--- src/sv/arbb_pkg.sv ---
`timescale 1ns / 1ps

package arbb_pkg;

    localparam int Q_WIDTH     = 32;
    localparam int Q_FRAC_BITS = 16;
    localparam int SPAN_WIDTH  = 31;
    localparam int PROD_WIDTH  = 2 * Q_WIDTH;
    // wide enough for a product shifted down, or a sum of two Q16.16 values
    localparam int WIDE_WIDTH  = PROD_WIDTH - Q_FRAC_BITS + 1;
    localparam int CFG_IDX_W   = 3;

    typedef logic signed [Q_WIDTH-1:0]    t_q;
    typedef logic signed [PROD_WIDTH-1:0] t_prod;
    typedef logic signed [WIDE_WIDTH-1:0] t_wide;
    typedef logic [SPAN_WIDTH-1:0]        t_span;

    localparam t_q Q_MAX   = {1'b0, {(Q_WIDTH-1){1'b1}}};
    localparam t_q Q_MIN   = {1'b1, {(Q_WIDTH-1){1'b0}}};
    localparam t_q Q_ONE   = t_q'(1) <<< Q_FRAC_BITS;
    localparam t_q Q_ZERO  = '0;
    localparam t_span SPAN_MAX = '1;

    typedef enum logic [CFG_IDX_W-1:0] {
        CFG_M_XX = 3'd0,
        CFG_M_XY = 3'd1,
        CFG_M_TX = 3'd2,
        CFG_M_YX = 3'd3,
        CFG_M_YY = 3'd4,
        CFG_M_TY = 3'd5
    } t_cfg_idx;

    typedef struct packed {
        t_q rect_x;
        t_q rect_y;
        t_q rect_w;
        t_q rect_h;
    } t_in_word;

    typedef struct packed {
        t_q    box_left;
        t_q    box_top;
        t_span box_width;
        t_span box_height;
    } t_out_word;

    typedef struct packed {
        t_q x0;
        t_q x1;
        t_q y0;
        t_q y1;
    } t_corners;

    // saturate a wide signed value to Q16.16 range
    function automatic t_q sat_q(input t_wide v);
        logic [WIDE_WIDTH-Q_WIDTH:0] top;
        top = v[WIDE_WIDTH-1:Q_WIDTH-1];
        if (top == '0 || top == '1) begin
            return v[Q_WIDTH-1:0];
        end else if (v[WIDE_WIDTH-1]) begin
            return Q_MIN;
        end else begin
            return Q_MAX;
        end
    endfunction

    // Q32.32 product back to Q16.16, rounded toward zero, saturated
    function automatic t_q q_trunc(input t_prod p);
        t_wide q;
        q = t_wide'(p >>> Q_FRAC_BITS);
        if (p[PROD_WIDTH-1] && (p[Q_FRAC_BITS-1:0] != '0)) begin
            q = q + t_wide'(1);
        end
        return sat_q(q);
    endfunction

endpackage

--- src/sv/arbb_corner.sv ---
`timescale 1ns / 1ps

// Stage 1: far corner coordinates x + w, y + h, saturated.
module arbb_corner (
    input  logic               i_clk,
    input  logic               i_rst_n,
    input  logic               i_valid,
    input  arbb_pkg::t_in_word i_rect,
    output logic               o_valid,
    output arbb_pkg::t_corners o_corners
);

    logic               r_valid;
    arbb_pkg::t_corners r_corners;
    arbb_pkg::t_corners n_corners;

    always_comb begin
        n_corners.x0 = i_rect.rect_x;
        n_corners.y0 = i_rect.rect_y;
        n_corners.x1 = arbb_pkg::sat_q(arbb_pkg::t_wide'(i_rect.rect_x)
                                       + arbb_pkg::t_wide'(i_rect.rect_w));
        n_corners.y1 = arbb_pkg::sat_q(arbb_pkg::t_wide'(i_rect.rect_y)
                                       + arbb_pkg::t_wide'(i_rect.rect_h));
    end

    always_ff @(posedge i_clk) begin
        if (!i_rst_n) begin
            r_valid <= 1'b0;
        end else begin
            r_valid <= i_valid;
        end
        r_corners <= n_corners;
    end

    assign o_valid   = r_valid;
    assign o_corners = r_corners;

endmodule

--- config.mk ---
export PLATFORM = sky130hd
export DESIGN_NAME = arbb_corner
export DESIGN_NICKNAME = d
export VERILOG_FILES = /design/src/sv/arbb_pkg.sv /design/src/sv/arbb_corner.sv
export SDC_FILE = /design/constraint.sdc
export NUM_CORES = 1
export LEC_CHECK = 0
export ABC_AREA = 1
export BUFFER_PORTS_ARGS = -buffer_cell sky130_fd_sc_hd__buf_4
export CORE_MARGIN = 1
export CORE_UTILIZATION = 30
export DETAILED_ROUTE_END_ITERATION = 16
export GPL_ROUTABILITY_DRIVEN = 0
export GPL_TIMING_DRIVEN = 0
export SKIP_LAST_GASP = 1
export SYNTH_ARGS = -nofsm -noshare
export SYNTH_HDL_FRONTEND = slang
export SYNTH_SLANG_ARGS = --single-unit
--- constraint.sdc ---
create_clock -name i_clk -period 2.4 [get_ports i_clk]
set_input_delay 0.24 -clock i_clk [delete_from_list [all_inputs] [get_ports i_clk]]
set_output_delay 0.24 -clock i_clk [all_outputs]
set_load 0.02 [all_outputs]
==> impl_summary.md <==
Run status
The flow ran to the end, and the final reports show no timing, DRC or antenna violations.

Floorplan
Once the floorplan was initialized, standard cells occupied 30.6% of the core. The row count is 58. The die covers 26300 um^2. During I/O placement, the number of pins put on the boundary was 260. The width of the die is 162 um. The die is 162 um tall. The area inside the core boundary is 25200 um^2.

Place
The number of input and output port buffers inserted is 259. The post-place setup slack is 0.0119 ns. Detailed placement ended at an HPWL of 19200 um. Summing all placed instances gives a cell area of 10100 um^2.

Logic synthesis
The share of synthesized registers carrying an async set or reset is 0%. Of the post-synthesis cell area, the part taken by muxes is 0%. The combinational family with the most area after synthesis is simple AND/OR/NAND/NOR gates. The most instantiated library cell after synthesis is sky130_fd_sc_hd__nand2_1. After synthesis, the cell types taking the most area are sky130_fd_sc_hd__dfxtp_1 (34%), sky130_fd_sc_hd__nand2_1 (22%), sky130_fd_sc_hd__ha_1 (10%), sky130_fd_sc_hd__inv_1 (6.0%), sky130_fd_sc_hd__nor2_1 (4.7%). The number of warnings printed during yosys synthesis is 0. The synthesized area per cell is 6.90 um^2. The biggest area contributor in the post-synthesis netlist is sky130_fd_sc_hd__dfxtp_1. The mapped netlist covers 7700 um^2. The area share of the largest cell type after synthesis is 33.5%. The post-synthesis cell type count is 28.

Summing the areas of all and, or, nand and nor instances in the mapped netlist gives 35.0% of the synthesized area. Counting every net in the synthesized netlist gives 1314. Counting every instance in the synthesized netlist gives 1117. Sequential cells were found to cover 33.5% of the synthesized design area.

The commonest cells after synthesis are sky130_fd_sc_hd__nand2_1 (442), sky130_fd_sc_hd__dfxtp_1 (129), sky130_fd_sc_hd__inv_1 (123), sky130_fd_sc_hd__nor2_1 (97), sky130_fd_sc_hd__ha_1 (64). Synthesis inferred 129 register bits. The adder and majority cell fraction of the synthesized area is 10.9%. The complex-gate fraction of the synthesized area is 8.66%. The number of enable flip-flop cells after synthesis is 0. The flip-flop cell with the highest count after synthesis is sky130_fd_sc_hd__dfxtp_1. Of the total synthesized cell area, the portion taken by XOR and XNOR cells is 4.21%.

Routing
The via count is 7968. The first-pass iteration count of the detailed router is 6. The number of DRC markers after the initial detailed-route iteration is 300. After detailed routing, the average wire length per cell comes to 13.2 um. In this run the top signal layer used is met4. The per-cell via count in the routed design is 4.42. The met3 wire length is 1230 um.

The DRC violation count after routing is 0. Wire segments on met2 add up to 12200 um in the final route. After detailed routing, the wire length on met1 is 9960 um. After detailed routing, the total wire length is 23800 um. The remaining number of nets flagged by the antenna check after routing is 0.

Setup path
The top fanout value on the critical path is 10. Grouping stages by cell kind, the critical path spends the most delay in simple AND/OR/NAND/NOR gates. Traced cell by cell, the critical path runs through dlygate4sd3_1, buf_4, ha_1, or2_1, nand3_1, nand2_1, nand2_2, nand2_4, nand2_2, nand3_1, nand2_2, nand3_4, buf_6, nand2_1, nand2_1. In this design, the stage delay of the slowest critical-path cell is 0.54 ns.

The critical path is of the input port to register type. The worst-path cell with the longest stage delay is sky130_fd_sc_hd__dlygate4sd3_1. For the worst setup path, the data required time is 2.71 ns. Data on the critical path arrives at its endpoint at 2.59 ns. The capturing element type of the critical path is a register. The number of buffer and inverter instances along the worst setup path is 3. The category of the worst setup path launch point is an input port.

Power
The total power density per cell area is 734 nW/um^2. After layout, the design draws a total of 8.45 mW. The maximum VDD drop is 0.350 mV.

In this run the static leakage power is 6.13 nW.

Worst hold path
The endpoint of the worst hold-timing path is o_corners[64]$_DFF_P_. The start point of the worst hold path is i_rect[96]. The number of cells on the worst hold path is 4. The worst min-delay path category is input port to register.

Clock network
The TritonCTS clock tree is yes. Counting every sink on the clock net gives 129. Clock-pin slew was measured on the worst setup and hold paths at 0.06 ns. The total clock buffers created by CTS is 17. Once the clock tree was built, the setup fixing pass inserted 0 buffers. The count of H-tree levels built during CTS is 4. Clock tree synthesis selected as its root buffer the cell sky130_fd_sc_hd__clkbuf_16. The maximum count of clock buffers along a single path is 2.

Cells and area
The post-layout net count is 1658. Cells with a size suffix above 1 make up 27.0% of the layout. After filler insertion, the fill cell instance count of the layout stands at 2599.

The antenna diode count is 0. The area occupied by multi-input gates is 4710 um^2. The final standard cell area without fillers is 11500 um^2. The register area is 2580 um^2. From synthesis to final layout, the design area changed by 49.5%.

Timing
The final worst-path cycle share is 95.0%. The worst-margin pin slew is 0.401 ns. The number of hold violations in the final report was 0. The smallest setup slack after layout is 0.120 ns. The relative slew slack is 73.0%. Setup violations remaining at the end of the flow were counted as 0. The upper clock frequency limit is 0.439 GHz. The final max-slew violation count is 0. After layout, the minimum clock period comes to 2.28 ns.

GRT
The total routing resource utilization after global routing is 18.2%. The total overflow left after global routing is 0. The via count of the first global-routing pass came to 7992. The number of antenna violations at the first check in global routing is 0. Entering global routing, the biggest net connects 17 pins. The first global-routing pass estimated 37800 um of wire.

Flow run
The reported max-cap violation count is 0.
routing by layer:
metal	GRT usage (%)	vias to the layer above
li1	-	4196
met1	20.8	3521
met2	33.6	220
met3	3.73	31
met4	5.96	0
met5	0	-
kinds of logic after synthesis:
logic type / count (synthesis)
compound gates: 112
xor+xnor: 37
fa+ha+maj: 66
buf+inv: 138
flops: 129
simple gates: 635
metrics by stage:
step / utilization, % / setup TNS (ns) / hold slack [ns] / instances
2_1_floorplan: - / 0 / 0.268 / 1117
3_3_place_gp: 39.9 / 0 / 0.356 / 1706
3_5_place_dp: 39.9 / 0 / 0.357 / 1706
4_1_cts: 45.0 / 0 / 0.140 / 1803
5_1_grt: 45.7 / -0.0612 / 0.173 / 1803
6_report: 45.7 / 0 / 0.153 / 1803
how the worst max path moves through the flow:
stage               startpoint               endpoint  depth (start not counted)
finish              i_rect[67]  o_corners[12]$_DFF_P_                         15
global route        i_rect[74]  o_corners[24]$_DFF_P_                         16
CTS                 i_rect[79]  o_corners[28]$_DFF_P_                         14
detailed placement  i_rect[32]  o_corners[72]$_DFF_P_                         16
global placement    i_rect[32]  o_corners[72]$_DFF_P_                         16
floorplan            i_rect[0]  o_corners[21]$_DFF_P_                         15
power by group:
part	internal (mW)	total [mW]	switching, mW	leakage (nW)
clock	1.76	2.78	1.02	0.297
combinational	1.28	3.05	1.77	4.75
sequential	2.52	2.63	0.102	1.09
total	5.57	8.45	2.89	6.13
placed cells by master, fill, tap and decap left out, types with 3 or more instances in the layout:
master,n
sky130_fd_sc_hd__nand2_2,24
sky130_fd_sc_hd__nor2_2,5
sky130_fd_sc_hd__bufinv_16,4
sky130_fd_sc_hd__nand2_1,437
sky130_fd_sc_hd__nand3_1,33
sky130_fd_sc_hd__clkbuf_1,3
sky130_fd_sc_hd__dlygate4sd3_1,66
sky130_fd_sc_hd__a21oi_1,52
sky130_fd_sc_hd__inv_1,123
sky130_fd_sc_hd__nand2_4,7
sky130_fd_sc_hd__buf_6,9
sky130_fd_sc_hd__inv_2,5
sky130_fd_sc_hd__dfxtp_1,129
sky130_fd_sc_hd__o21ai_2,16
sky130_fd_sc_hd__nand3_2,4
sky130_fd_sc_hd__ha_4,5
sky130_fd_sc_hd__clkbuf_16,17
sky130_fd_sc_hd__nand3b_1,16
sky130_fd_sc_hd__nor2_1,93
sky130_fd_sc_hd__nor3_1,5
sky130_fd_sc_hd__ha_1,48
sky130_fd_sc_hd__xor2_1,28
sky130_fd_sc_hd__ha_2,11
sky130_fd_sc_hd__clkinv_2,3
sky130_fd_sc_hd__a21oi_2,13
sky130_fd_sc_hd__o21ai_0,14
sky130_fd_sc_hd__buf_4,259
sky130_fd_sc_hd__xnor2_1,9
sky130_fd_sc_hd__o21bai_1,14
final cells by class:
class | count | area share, %
multi-input cells | 850 | 40.9
clock inverters | 10 | 1.39
repair buffers | 325 | 22.6
clock buffers | 21 | 3.91
flip-flops and latches | 129 | 22.4
inverters | 128 | 4.17
plain buffers | 10 | 1.01
well taps | 330 | 3.59
registers in the layout, summed over array words and instances, names as in the netlist:
register   flops
o_corners    128
o_valid        1
repair_timing:
| action | in CTS | in global routing |
|---|---|---|
| resized for setup | 0 | 45 |
| endpoints found under the setup margin | 0 | 62 |
| hold endpoints to repair | 65 | 0 |
| hold buffers | 66 | 0 |
Power figures use the tool's default switching activity.
